<file path="src/sv/trm_pkg.sv">
// Package for the threshold run merger: field widths, the queued run record
// and the divider state type. No dependencies.
`timescale 1ns / 1ps
`default_nettype none
package trm_pkg;

   localparam int POS_W   = 31;
   localparam int VAL_W   = 32;
   localparam int BASES_W = 32;
   localparam int SUM_W   = 64;
   localparam int CSR_AW  = 3;
   localparam int CSR_DW  = 32;

   // Register index decoded from paddr[2].
   localparam logic CSR_THRESHOLD_IDX = 1'b0;

   localparam logic signed [VAL_W-1:0] MEAN_MAX = {1'b0, {(VAL_W-1){1'b1}}};
   localparam logic signed [VAL_W-1:0] MEAN_MIN = {1'b1, {(VAL_W-1){1'b0}}};

   typedef logic [$clog2(SUM_W)-1:0] div_count_type;

   // One closed run waiting for its mean.
   typedef struct packed {
      logic [POS_W-1:0]          run_start;
      logic [POS_W-1:0]          run_end;
      logic [BASES_W-1:0]        bases;
      logic signed [SUM_W-1:0]   sum;
   } run_rec_type;

   typedef enum logic [1:0] {
      BK_IDLE,
      BK_DIV,
      BK_DONE
   } back_state_type;

endpackage
`default_nettype wire

</file>
<file path="src/sv/trm_front.sv">
// Front end of the run merger: classifies intervals against the threshold,
// forms length * value and accumulates open runs. Depends on trm_pkg.
`timescale 1ns / 1ps
`default_nettype none
module trm_front import trm_pkg::*; (
   input  logic                     clock,
   input  logic                     reset,
   input  logic signed [VAL_W-1:0]  threshold,
   input  logic                     req_valid,
   output logic                     req_stall,
   input  logic [POS_W-1:0]         req_interval_start,
   input  logic [POS_W-1:0]         req_interval_end,
   input  logic signed [VAL_W-1:0]  req_value,
   input  logic                     req_last_in_chrom,
   input  logic                     queue_full,
   output logic                     push,
   output run_rec_type              push_rec
);

   // Stage one: classification and product.
   logic                     s1_valid_ff, s1_valid_in;
   logic [POS_W-1:0]         s1_start_ff, s1_end_ff, s1_size_ff;
   logic signed [SUM_W-1:0]  s1_prod_ff;
   logic                     s1_below_ff, s1_last_ff;

   // Stage two: the open run.
   logic                     open_ff, open_in;
   logic [POS_W-1:0]         ostart_ff, ostart_in, oend_ff, oend_in;
   logic [BASES_W-1:0]       bases_ff, bases_in;
   logic signed [SUM_W-1:0]  sum_ff, sum_in;

   logic                     adv, step;
   logic [POS_W-1:0]         req_size;
   logic [POS_W-1:0]         new_start;
   logic [BASES_W-1:0]       base_bases, new_bases;
   logic [BASES_W:0]         bases_wide;
   logic signed [SUM_W-1:0]  base_sum, sum_raw, new_sum;

   assign adv       = !queue_full;
   assign req_stall = queue_full;
   assign step      = s1_valid_ff && adv;

   assign req_size = (req_interval_end > req_interval_start) ?
                     (req_interval_end - req_interval_start) : '0;

   assign s1_valid_in = adv ? req_valid : s1_valid_ff;

   always_ff @(posedge clock) begin
      if (reset) begin
         s1_valid_ff <= 1'b0;
      end else begin
         s1_valid_ff <= s1_valid_in;
      end
   end

   always_ff @(posedge clock) begin
      if (adv) begin
         s1_start_ff <= req_interval_start;
         s1_end_ff   <= req_interval_end;
         s1_size_ff  <= req_size;
         s1_prod_ff  <= SUM_W'(signed'({1'b0, req_size})) * SUM_W'(req_value);
         s1_below_ff <= (req_value < threshold);
         s1_last_ff  <= req_last_in_chrom;
      end
   end

   // A new run starts from zero; an open one continues.
   assign base_bases = open_ff ? bases_ff : '0;
   assign base_sum   = open_ff ? sum_ff : '0;
   assign new_start  = open_ff ? ostart_ff : s1_start_ff;

   assign bases_wide = {1'b0, base_bases} + (BASES_W + 1)'(s1_size_ff);
   assign new_bases  = bases_wide[BASES_W] ? {BASES_W{1'b1}} : bases_wide[BASES_W-1:0];

   // The product is never negative for a non-negative value, so overflow
   // shows as a sign change against two operands of equal sign.
   assign sum_raw = base_sum + s1_prod_ff;
   always_comb begin
      new_sum = sum_raw;
      if ((base_sum[SUM_W-1] == s1_prod_ff[SUM_W-1]) &&
          (sum_raw[SUM_W-1] != base_sum[SUM_W-1])) begin
         new_sum = base_sum[SUM_W-1] ? {1'b1, {(SUM_W-1){1'b0}}}
                                     : {1'b0, {(SUM_W-1){1'b1}}};
      end
   end

   always_comb begin
      open_in   = open_ff;
      ostart_in = ostart_ff;
      oend_in   = oend_ff;
      bases_in  = bases_ff;
      sum_in    = sum_ff;
      push      = 1'b0;
      push_rec  = '{run_start: ostart_ff, run_end: oend_ff, bases: bases_ff, sum: sum_ff};
      if (step) begin
         if (s1_below_ff) begin
            push    = open_ff;
            open_in = 1'b0;
         end else begin
            ostart_in = new_start;
            oend_in   = s1_end_ff;
            bases_in  = new_bases;
            sum_in    = new_sum;
            open_in   = !s1_last_ff;
            push      = s1_last_ff;
            push_rec  = '{run_start: new_start, run_end: s1_end_ff,
                          bases: new_bases, sum: new_sum};
         end
      end
   end

   always_ff @(posedge clock) begin
      if (reset) begin
         open_ff <= 1'b0;
      end else begin
         open_ff <= open_in;
      end
   end

   always_ff @(posedge clock) begin
      ostart_ff <= ostart_in;
      oend_ff   <= oend_in;
      bases_ff  <= bases_in;
      sum_ff    <= sum_in;
   end

endmodule
`default_nettype wire

</file>
<file path="src/sv/trm_fifo.sv">
// Short queue of closed runs between the front end and the divider.
// Depends on trm_pkg.
`timescale 1ns / 1ps
`default_nettype none
module trm_fifo import trm_pkg::*; #(
   parameter int Depth = 4
) (
   input  logic         clock,
   input  logic         reset,
   input  logic         push,
   input  run_rec_type  push_rec,
   input  logic         pop,
   output run_rec_type  pop_rec,
   output logic         full,
   output logic         empty
);

   localparam int PW = $clog2(Depth);
   localparam int CW = $clog2(Depth + 1);
   localparam logic [PW-1:0] LAST_PTR = PW'(Depth - 1);
   localparam logic [CW-1:0] FULL_CNT = CW'(Depth);

   run_rec_type      mem [Depth];
   run_rec_type      head_ff;
   logic [PW-1:0]    wr_ptr_ff, wr_ptr_in, rd_ptr_ff, rd_ptr_in;
   logic [CW-1:0]    count_ff, count_in;

   assign full    = (count_ff == FULL_CNT);
   assign empty   = (count_ff == '0);
   assign pop_rec = head_ff;

   always_comb begin
      wr_ptr_in = wr_ptr_ff;
      rd_ptr_in = rd_ptr_ff;
      count_in  = count_ff;
      if (push) begin
         wr_ptr_in = (wr_ptr_ff == LAST_PTR) ? '0 : wr_ptr_ff + 1'b1;
      end
      if (pop) begin
         rd_ptr_in = (rd_ptr_ff == LAST_PTR) ? '0 : rd_ptr_ff + 1'b1;
      end
      if (push && !pop) begin
         count_in = count_ff + 1'b1;
      end else if (pop && !push) begin
         count_in = count_ff - 1'b1;
      end
   end

   always_ff @(posedge clock) begin
      if (reset) begin
         wr_ptr_ff <= '0;
         rd_ptr_ff <= '0;
         count_ff  <= '0;
      end else begin
         wr_ptr_ff <= wr_ptr_in;
         rd_ptr_ff <= rd_ptr_in;
         count_ff  <= count_in;
      end
   end

   // The head register tracks the next read slot; a record written into
   // that slot in the same cycle is forwarded straight into it.
   always_ff @(posedge clock) begin
      if (push) begin
         mem[wr_ptr_ff] <= push_rec;
      end
      if (push && (wr_ptr_ff == rd_ptr_in)) begin
         head_ff <= push_rec;
      end else begin
         head_ff <= mem[rd_ptr_in];
      end
   end

`ifndef SYNTH
   a_no_push_full: assert property (@(posedge clock) disable iff (reset)
      !(push && full)) else $error("run pushed into a full queue");
   a_no_pop_empty: assert property (@(posedge clock) disable iff (reset)
      !(pop && empty)) else $error("run popped from an empty queue");
   a_count_bound: assert property (@(posedge clock) disable iff (reset)
      count_ff <= FULL_CNT) else $error("queue count beyond depth");
`endif

endmodule
`default_nettype wire

</file>
<file path="src/sv/trm_back.sv">
// Back end of the run merger: a one-bit-per-cycle divider that forms the
// run mean, saturation, and the result register. Depends on trm_pkg.
`timescale 1ns / 1ps
`default_nettype none
module trm_back import trm_pkg::*; (
   input  logic                     clock,
   input  logic                     reset,
   input  logic                     queue_empty,
   input  run_rec_type              pop_rec,
   output logic                     pop,
   output logic                     rsp_valid,
   input  logic                     rsp_stall,
   output logic [POS_W-1:0]         rsp_run_start,
   output logic [POS_W-1:0]         rsp_run_end,
   output logic signed [VAL_W-1:0]  rsp_run_mean
);

   localparam div_count_type LAST_STEP = div_count_type'(SUM_W - 1);
   localparam logic [SUM_W-1:0] NEG_LIMIT = SUM_W'(64'h0000_0000_8000_0000);
   localparam logic [SUM_W-1:0] POS_LIMIT = SUM_W'(64'h0000_0000_7FFF_FFFF);

   back_state_type           state_ff, state_in;
   div_count_type            cnt_ff, cnt_in;
   logic [SUM_W-1:0]         quo_ff, quo_in;
   logic [BASES_W-1:0]       rem_ff, rem_in;
   logic [BASES_W-1:0]       dvs_ff, dvs_in;
   logic                     neg_ff, neg_in;
   logic [POS_W-1:0]         start_ff, start_in, end_ff, end_in;

   logic                     out_valid_ff, out_valid_in;
   logic [POS_W-1:0]         out_start_ff, out_end_ff;
   logic signed [VAL_W-1:0]  out_mean_ff;
   logic                     load_out;
   logic signed [VAL_W-1:0]  mean;

   logic [BASES_W:0]         shifted, diff;
   logic [SUM_W-1:0]         mag;

   assign mag     = pop_rec.sum[SUM_W-1] ? -pop_rec.sum : pop_rec.sum;
   assign shifted = {rem_ff, quo_ff[SUM_W-1]};
   assign diff    = shifted - {1'b0, dvs_ff};

   // Truncated quotient magnitude in quo_ff; a zero divisor gives zero.
   always_comb begin
      if (dvs_ff == '0) begin
         mean = '0;
      end else if (neg_ff) begin
         mean = (quo_ff > NEG_LIMIT) ? MEAN_MIN : -signed'(quo_ff[VAL_W-1:0]);
      end else begin
         mean = (quo_ff > POS_LIMIT) ? MEAN_MAX : signed'(quo_ff[VAL_W-1:0]);
      end
   end

   always_comb begin
      state_in = state_ff;
      cnt_in   = cnt_ff;
      quo_in   = quo_ff;
      rem_in   = rem_ff;
      dvs_in   = dvs_ff;
      neg_in   = neg_ff;
      start_in = start_ff;
      end_in   = end_ff;
      pop      = 1'b0;
      load_out = 1'b0;
      case (state_ff)
         BK_IDLE: begin
            if (!queue_empty) begin
               pop      = 1'b1;
               quo_in   = mag;
               rem_in   = '0;
               dvs_in   = pop_rec.bases;
               neg_in   = pop_rec.sum[SUM_W-1];
               start_in = pop_rec.run_start;
               end_in   = pop_rec.run_end;
               cnt_in   = '0;
               state_in = BK_DIV;
            end
         end
         BK_DIV: begin
            if (!diff[BASES_W]) begin
               rem_in = diff[BASES_W-1:0];
               quo_in = {quo_ff[SUM_W-2:0], 1'b1};
            end else begin
               rem_in = shifted[BASES_W-1:0];
               quo_in = {quo_ff[SUM_W-2:0], 1'b0};
            end
            cnt_in = cnt_ff + 1'b1;
            if (cnt_ff == LAST_STEP) begin
               state_in = BK_DONE;
            end
         end
         BK_DONE: begin
            if (!out_valid_ff || !rsp_stall) begin
               load_out = 1'b1;
               state_in = BK_IDLE;
            end
         end
         default: begin
            state_in = BK_IDLE;
         end
      endcase
   end

   always_comb begin
      out_valid_in = out_valid_ff;
      if (load_out) begin
         out_valid_in = 1'b1;
      end else if (!rsp_stall) begin
         out_valid_in = 1'b0;
      end
   end

   always_ff @(posedge clock) begin
      if (reset) begin
         state_ff     <= BK_IDLE;
         out_valid_ff <= 1'b0;
      end else begin
         state_ff     <= state_in;
         out_valid_ff <= out_valid_in;
      end
   end

   always_ff @(posedge clock) begin
      cnt_ff   <= cnt_in;
      quo_ff   <= quo_in;
      rem_ff   <= rem_in;
      dvs_ff   <= dvs_in;
      neg_ff   <= neg_in;
      start_ff <= start_in;
      end_ff   <= end_in;
      if (load_out) begin
         out_start_ff <= start_ff;
         out_end_ff   <= end_ff;
         out_mean_ff  <= mean;
      end
   end

   assign rsp_valid     = out_valid_ff;
   assign rsp_run_start = out_start_ff;
   assign rsp_run_end   = out_end_ff;
   assign rsp_run_mean  = out_mean_ff;

`ifndef SYNTH
   a_div_ends: assert property (@(posedge clock) disable iff (reset)
      (state_ff == BK_DIV && cnt_ff == LAST_STEP) |=> state_ff == BK_DONE)
      else $error("divider ran past its last step");
   a_pop_only_idle: assert property (@(posedge clock) disable iff (reset)
      pop |-> state_ff == BK_IDLE) else $error("queue popped while dividing");
   a_load_starts_idle: assert property (@(posedge clock) disable iff (reset)
      load_out |=> state_ff == BK_IDLE && out_valid_ff)
      else $error("result load lost");
`endif

endmodule
`default_nettype wire

</file>
<file path="src/sv/threshold_run_merger_top.sv">
// Threshold run merger, top level: configuration register, front end, run
// queue and divider back end. Depends on trm_pkg, trm_front, trm_fifo and
// trm_back.
// Throughput: the front end takes one interval per clock unless the run queue
//   is full; each closed run occupies the serial divider from its pop through
//   the quotient steps to the load of the result register.
// Reset: synchronous, clears threshold to zero, closes any open run and
//   empties the queue; the block is ready the cycle after reset falls.
`timescale 1ns / 1ps
`default_nettype none
module threshold_run_merger_top import trm_pkg::*; #(
   parameter int QueueDepth = 4
) (
   input  logic                     clock,
   input  logic                     reset,
   // Interval words in.
   input  logic                     req_valid,
   output logic                     req_stall,
   input  logic [POS_W-1:0]         req_interval_start,
   input  logic [POS_W-1:0]         req_interval_end,
   input  logic signed [VAL_W-1:0]  req_value,
   input  logic                     req_last_in_chrom,
   // Run words out.
   output logic                     rsp_valid,
   input  logic                     rsp_stall,
   output logic [POS_W-1:0]         rsp_run_start,
   output logic [POS_W-1:0]         rsp_run_end,
   output logic signed [VAL_W-1:0]  rsp_run_mean,
   // Register port.
   input  logic                     psel,
   input  logic                     penable,
   input  logic                     pwrite,
   input  logic [CSR_AW-1:0]        paddr,
   input  logic [CSR_DW-1:0]        pwdata,
   output logic [CSR_DW-1:0]        prdata,
   output logic                     pready
);

   // The threshold is the only register; it answers at byte addresses zero to
   // three (paddr[2] clear). Writes elsewhere are ignored and read back as zero.
   logic signed [VAL_W-1:0] threshold_ff, threshold_in;
   logic                    csr_write, csr_hit;

   assign pready    = 1'b1;
   assign csr_hit   = (paddr[2] == CSR_THRESHOLD_IDX);
   assign csr_write = psel && penable && pwrite && pready && csr_hit;

   assign threshold_in = csr_write ? signed'(pwdata[VAL_W-1:0]) : threshold_ff;
   assign prdata       = csr_hit ? CSR_DW'(threshold_ff) : '0;

   always_ff @(posedge clock) begin
      if (reset) begin
         threshold_ff <= '0;
      end else begin
         threshold_ff <= threshold_in;
      end
   end

   // The front end accumulates runs; each run it closes becomes one queued
   // record holding start, end, covered bases and the weighted sum.
   logic        queue_full, queue_empty, push, pop;
   run_rec_type push_rec, pop_rec;

   trm_front u_front (
      .clock              (clock),
      .reset              (reset),
      .threshold          (threshold_ff),
      .req_valid          (req_valid),
      .req_stall          (req_stall),
      .req_interval_start (req_interval_start),
      .req_interval_end   (req_interval_end),
      .req_value          (req_value),
      .req_last_in_chrom  (req_last_in_chrom),
      .queue_full         (queue_full),
      .push               (push),
      .push_rec           (push_rec)
   );

   // The queue lets the front keep merging while the divider is busy.
   trm_fifo #(
      .Depth (QueueDepth)
   ) u_fifo (
      .clock    (clock),
      .reset    (reset),
      .push     (push),
      .push_rec (push_rec),
      .pop      (pop),
      .pop_rec  (pop_rec),
      .full     (queue_full),
      .empty    (queue_empty)
   );

   // The back end divides the sum by the bases and holds the result word
   // in its own output register until it is taken.
   trm_back u_back (
      .clock         (clock),
      .reset         (reset),
      .queue_empty   (queue_empty),
      .pop_rec       (pop_rec),
      .pop           (pop),
      .rsp_valid     (rsp_valid),
      .rsp_stall     (rsp_stall),
      .rsp_run_start (rsp_run_start),
      .rsp_run_end   (rsp_run_end),
      .rsp_run_mean  (rsp_run_mean)
   );

endmodule
`default_nettype wire

</file>
<file path="config.mk">
export PLATFORM = sky130hd
export DESIGN_NAME = threshold_run_merger_top
export DESIGN_NICKNAME = d
export VERILOG_FILES = /design/src/sv/trm_pkg.sv /design/src/sv/trm_front.sv /design/src/sv/trm_fifo.sv /design/src/sv/trm_back.sv /design/src/sv/threshold_run_merger_top.sv
export SDC_FILE = /design/constraint.sdc
export NUM_CORES = 2
export LEC_CHECK = 0
export BUFFER_PORTS_ARGS = -buffer_cell sky130_fd_sc_hd__buf_2
export CORE_MARGIN = 2
export CORE_UTILIZATION = 34
export CTS_CLUSTER_DIAMETER = 120
export DETAILED_ROUTE_END_ITERATION = 6
export PLACE_DENSITY = 0.49
export SLEW_MARGIN = 20
export SYNTH_ARGS = -nofsm -noshare
export SYNTH_HDL_FRONTEND = slang
export SYNTH_SLANG_ARGS = --single-unit
</file>
<file path="constraint.sdc">
create_clock -name clock -period 27.1 [get_ports clock]
set_clock_uncertainty 0.2 [all_clocks]
set_input_delay 1.355 -clock clock [delete_from_list [all_inputs] [get_ports clock]]
set_output_delay 1.355 -clock clock [all_outputs]
set_load 0.005 [all_outputs]
</file>
### Word level (Yosys, flattened, before mapping)

Memory sizes are Yosys's and may differ from the RTL's. A register that Yosys moved wholly into a read port is not among the register bits.
Cells that the tools add are included.

| storage, ports and cells | value |
|---|---|
| bits in latches | 0 |
| register bits | 652 |
| bits in writable memories | 632 |
| output and inout port bits | 129 |
| memory bits (read-only) | 0 |
| word-level logic and storage cells | 125 |
| memories kept | 1 |

| operators by class | value |
|---|---|
| multiplexer cells | 42 |
| bitwise operators | 3 |
| div/mod/pow operators | 0 |
| multipliers | 1 |
| $add $sub $neg | 11 |
| shift-type cells | 0 |
| equal/unequal tests | 12 |
| $lt $le $gt $ge | 4 |
| reductions and logical operators | 23 |

Memory list:

| memory | depth | bits a word | read ports | clocked after Yosys merged registers in | wr ports | line | RTL |
|---|---|---|---|---|---|---|---|
| u_fifo.mem | 4 | 158 | 1 | 1 | 1 | trm_fifo.sv:23 | `run_rec_type mem [Depth];` |

Operators with widths:

| cell | count |
|---|---|
| two-way mux 64 bit | 5 |
| two-way mux 158 bit | 2 |
| two-way mux 32 bit | 8 |
| one-hot mux 64 bit (2 select lines) | 1 |
| adder 64 bit | 1 |
| > comparator 64 x 31 -> 1 bit (second input constant) | 1 |
| > comparator 64 x 32 -> 1 bit (second input constant) | 1 |
| multiplier 32 x 32 -> 64 bit | 1 |
| negation 64 bit | 1 |
| one-hot mux 32 bit (2 select lines) | 1 |
| two-way mux 31 bit | 2 |
| adder 32 x 31 -> 33 bit | 1 |
| subtractor 33 x 32 -> 33 bit | 1 |
| logical NOT 32 bit | 1 |
| < comparator 32 bit | 1 |
| negation 32 bit | 1 |
| > comparator 31 bit | 1 |
| subtractor 31 bit | 1 |
| two-way mux 1 bit | 12 |
| two-way mux 2 bit | 6 |
| one-hot mux 6 bit (2 select lines) | 1 |
| logical AND 1 bit | 7 |
| adder 6 x 1 -> 6 bit (second input constant) | 1 |
| == test 2 bit (second input constant) | 3 |
| other kinds (21) | 35 |

### Logic depth before layout (Yosys ltp)

| depth | value |
|---|---|
| word-level depth | 8 |
| mapped depth | 44 |
| mapped depth without buffers | 42 |

### Hierarchy

Synthesis repeated with hierarchy kept, for this count alone.

| unflattened totals | value |
|---|---|
| cells, all modules | 8160 |
| area total of the unflattened synthesis | 94201.6 um^2 |

By module, submodules not included:

| module | sequential area each (um^2) | area an instance (um^2) | cells an instance | instances |
|---|---|---|---|---|
| trm_front | 9559.2 | 54641.2 | 5864 | 1 |
| trm_fifo | 19158.4 | 23237.3 | 869 | 1 |
| trm_back | 8798.4 | 14626.5 | 1250 | 1 |
| threshold_run_merger_top | 640.6 | 1696.6 | 177 | 1 |

### Worst setup path before layout

OpenSTA, ideal clock, no wires.

| path | value |
|---|---|
| kind | input-to-reg |
| from | input req_interval_end[0] |
| to | register u_front.s1_prod_ff[58] (data pin) |
| arrival time | 10.911 ns |
| required time | 26.640 ns |
| stages | 43 |
| path buffers | 3 |
| setup slack | 15.729 ns |
| cell sequence | inv_1 > ha_1 > inv_1 > fa_1 > a21o_1 > a21o_1 > a21oi_1 > o21ai_0 > and3_1 > or2_2 > a21o_1 > a21o_1 > xor2_1 > and2_1 > clkbuf_1 > clkbuf_1 > nand2_1 > fa_1 > [7 not listed] > inv_1 > fa_1 > fa_1 > fa_1 > inv_1 > ha_1 > clkbuf_1 > a21oi_1 > o21ai_0 > a21o_1 > a21oi_1 > o21ai_0 > a221o_1 > a41oi_1 > a41oi_1 > a21o_1 > a31oi_1 > xnor2_1 |

| on the way | value |
|---|---|
| cells in the longest elaborated chain, start to end | 3 |
| elaborated cells on any way between the ends | 4 |
| classes of those cells | add/sub (1); mul (1); order compare (1); mux (1) |

RTL lines:

| item | line | RTL |
|---|---|---|
| start, declared | threshold_run_merger_top.sv:20 | `input logic [POS_W-1:0] req_interval_end,` |
| subtractor 31 bit / > comparator 31 bit (equally long branches) | trm_front.sv:44, trm_front.sv:43 |  |
| two-way mux 31 bit * | trm_front.sv:43 | `assign req_size = (req_interval_end > req_interval_start) ?` |
| named net u_front.req_size[22] | trm_front.sv:33 | `logic [POS_W-1:0] req_size;` |
| multiplier 32 x 32 -> 64 bit * | trm_front.sv:61 | `s1_prod_ff <= SUM_W'(signed'({1'b0, req_size})) * SUM_W'(req_value);` |
| end signal, assigned | trm_front.sv:61 |  |
| end, declared | trm_front.sv:23 | `logic signed [SUM_W-1:0] s1_prod_ff;` |

Mark *: on every way through the listed nets, which the timed path passes. The rest lies on a longest branch.
A chain may end at the register's enable or synchronous reset.

### Final worst setup path

| path | value |
|---|---|
| from | input req_interval_start[5] |
| to | register u_front.s1_prod_ff[62] (data pin) |

| on the way | value |
|---|---|
| cells in the longest elaborated chain, start to end | 3 |
| elaborated cells on any way between the ends | 4 |
| classes of those cells | add/sub (1); mul (1); order compare (1); mux (1) |

RTL lines:

| item | line | RTL |
|---|---|---|
| start, declared | threshold_run_merger_top.sv:19 | `input logic [POS_W-1:0] req_interval_start,` |
| subtractor 31 bit / > comparator 31 bit (equally long branches) | trm_front.sv:44, trm_front.sv:43 |  |
| two-way mux 31 bit * | trm_front.sv:43 |  |
| multiplier 32 x 32 -> 64 bit * | trm_front.sv:61 |  |

Mark *: on every way between the ends. The rest lies on a longest branch, timed or not.

==> flow_metrics.py <==
metrics = {
    "run_status": {
        "status": "finished clean",
    },
    "routing": {
        "via_per_inst": 5.130,
        "wire_per_inst_um": 22.07,
        "drc": 0,
        "wl_mm": 265.8,
        "top_layer_used": "met4",
        "first_iter_violations": 4935,
        "wl_met2_mm": 118.3,
        "drtPass1Iterations": 6,
        "vias": 61782,
        "wl_met3_mm": 12.97,
        "wl_met1_mm": 129.5,
        "postRouteAntennaNets": 0,
    },
    "placed_design": {
        "portBuffers": 262,
        "dp_hpwl_mm": 190.6,
        "routabilityCongestion": 0.8586,
    },
    "floorplanning": {
        "ios": 266,
        "rows": 192,
        "start_util_pct": 34.12,
        "core_area_mm2": 0.2731,
        "die-area_mm2": 0.2784,
        "die_y_um": 527.6,
        "fp.dieW_um": 527.6,
    },
    "clocking": {
        "cts_made_buffers": 157,
        "clk_latency_ps": 790,
        "cts_tree": "yes",
        "cts_htree_levels": 4,
        "root_buffer": "clkbuf_16",
        "ctsLongestPathBuffers": 4,
        "path_clk_slew_ps": 60,
        "post_cts_buffers": 0,
        "cts_resized": 0,
        "hold_buffers": 0,
        "numClockSinks": 1286,
    },
    "setup_path": {
        "required_ps": 27420,
        "critPathMostFrequentCell": "fa_1",
        "crit_path_top_delay_cell": "buf_4",
        "worstSetupEndpointType": "register",
        "crit_fanout": 219,
        "worstSetupPathType": "in -> reg",
        "r2r_start": "u_front.open_ff$_SDFFE_PP0P_",
        "crit_arrival_ps": 13810,
        "critPathMaxStageDelay_ps": 720,
        "crit_start": "req_interval_start[5]",
        "cp-start-kind": "primary input",
    },
    "yosys": {
        "synth_cell_types": 83,
        "synthTopCellsByArea": "edfxtp_1, fa_1, ha_1",
        "synth-main-ff-cell": "edfxtp_1",
        "yosysWarnings": 0,
        "post-synth-top-area-fraction_pct": 39.95,
        "async_reset_ff_share_pct": 0,
        "synth_commonest_cells": "edfxtp_1, inv_1, nand2_1, fa_1, and3_1",
        "synth_seq_cells": 1286,
        "yosysMostFrequentCell": "edfxtp_1",
        "seq_area_frac_synth_pct": 40.94,
        "synth_largest_area_cell": "edfxtp_1",
        "netlist_instances": 8286,
        "syn-cell-area_mm2": 0.09321,
        "syn_area_per_cell_um2": 11.25,
        "synth-edff-count": 1240,
        "syn_nets": 9789,
    },
    "grt": {
        "track_usage_pct": 18.88,
        "grt_max_degree": 220,
        "antenna_found_initial": 24,
        "grt_pass1_vias": 63160,
        "grt_first_pass_wirelength_mm": 402.2,
        "overflow": 0,
    },
    "job": {
        "max_cap_viol_count": 0,
    },
    "final_layout": {
        "n_fill_cell": 26585,
        "multi_input_area_mm2": 0.04958,
        "fin_util_pct": 37.87,
        "drive_gt1_share_pct": 10.21,
        "fin_nets": 9842,
        "syn_to_final_growth_pct": 10.97,
        "regArea_mm2": 0.03817,
    },
    "timing": {
        "slew_violations": 0,
        "fmax_ghz": 0.07410,
        "tns_ps": 0,
        "holdWs_ps": 207.3,
        "rsz0062_at_grt": "no",
        "max_slew_margin_pct": 25.58,
        "period_share_pct": 49.80,
        "final.min_clock_period_ps": 13490,
        "worst-slew-pin-transition_ps": 1116,
        "finalSetupViolations": 0,
        "hold_violations": 0,
    },
    "hold_path": {
        "hold_path.class": "reg -> reg",
        "min_from": "u_back.start_ff[4]$_DFFE_PP_",
    },
}
[cells by family after synthesis]
logic type / Yosys count / synth area share [%]
simple gates: 2524 / 13.29
buf+inv: 1542 / 6.266
fa+ha+maj: 1367 / 25.37
flops: 1286 / 40.94
compound gates: 1074 / 7.038
xor+xnor: 262 / 2.462
mux: 230 / 4.631
other cells: 1 / 0.004023
[area by class of cell]
class                      instances  area share [%]
multi-input combinational       5458           47.93
antenna                            3        0.007258
clock inverter                    76          0.7596
clock buffer                     195           4.028
inverter                        1068           3.885
tap                             3589           4.341
sequential                      1286           36.90
timing repair buffer             368           2.146
[layer usage]
layer / track usage [%] / vias up
li1: - / 28296
met1: 28.23 / 31689
met2: 29.28 / 1510
met3: 2.303 / 287
met4: 3.881 / 0
met5: 0 / -
[state kept, by name, indices dropped and copies added (netlist names), 32 cells and up, named ones only]
register             cells
u_fifo.mem             632
u_back.quo_ff           64
u_front.s1_prod_ff      64
u_front.sum_ff          64
threshold_ff            32
u_back.dvs_ff           32
u_back.rem_ff           32
u_back.rsp_run_mean     32
u_front.bases_ff        32
[stage by stage]
stage / worst slack [ps] / instances / cell area (µm²)
final: 13610 / 12043 / 103400
after global routing: 12940 / 12042 / 103400
after CTS: 13800 / 12040 / 103400
after detailed placement: 12980 / 11769 / 98470
after global placement: 13090 / 11769 / 98470
after floorplan: 15730 / 8286 / 93210
[cells in the final DEF (no fill, tap or decap), types with 23 or more instances in the layout]
cell type / count
edfxtp_1: 1240
inv_1: 1066
nand2_1: 1028
fa_1: 872
and3_1: 554
ha_1: 494
a21oi_1: 337
nor2_1: 329
o21ai_0: 271
buf_2: 262
and2_1: 192
clkbuf_16: 161
mux4_2: 157
xnor2_1: 144
a21o_1: 143
buf_4: 97
xor2_1: 94
a31oi_1: 68
nand2b_1: 58
nand3_1: 55
nor3_1: 53
nand4_1: 52
nor2b_1: 52
o21bai_1: 51
a211oi_1: 49
dfxtp_1: 43
mux2_2: 40
mux2i_1: 33
nor4_1: 33
clkbuf_1: 33
nor3b_1: 24
clkinv_2: 24
or3_1: 23
[worst max-delay path, delay by kind of cell]
kind / cells / cell delay (ps)
buf+inv: 10 / 2230
simple gates: 2 / 400
fa+ha+maj: 10 / 4690
compound gates: 17 / 4700
xor+xnor: 1 / 110
[path summary, 6_finish.rpt]
| path | endpoint | slack, ps | depth (start not counted) |
|---|---|---|---|
| worst min register to register | u_back.rsp_run_start[4]$_DFFE_PP_ | 210 | 0 |
| worst max register to register | u_fifo.mem[0][62]$_DFFE_PP_ | 21030 | 13 |
| worst max-delay path | u_front.s1_prod_ff[62]$_DFFE_PN_ | 13610 | 40 |
| worst min-delay path | u_back.rsp_run_start[4]$_DFFE_PP_ | 210 | 0 |
Power is left out: the tool's default activity adds up to more than one toggle a clock period on the data nets, which glitch-free logic cannot reach.
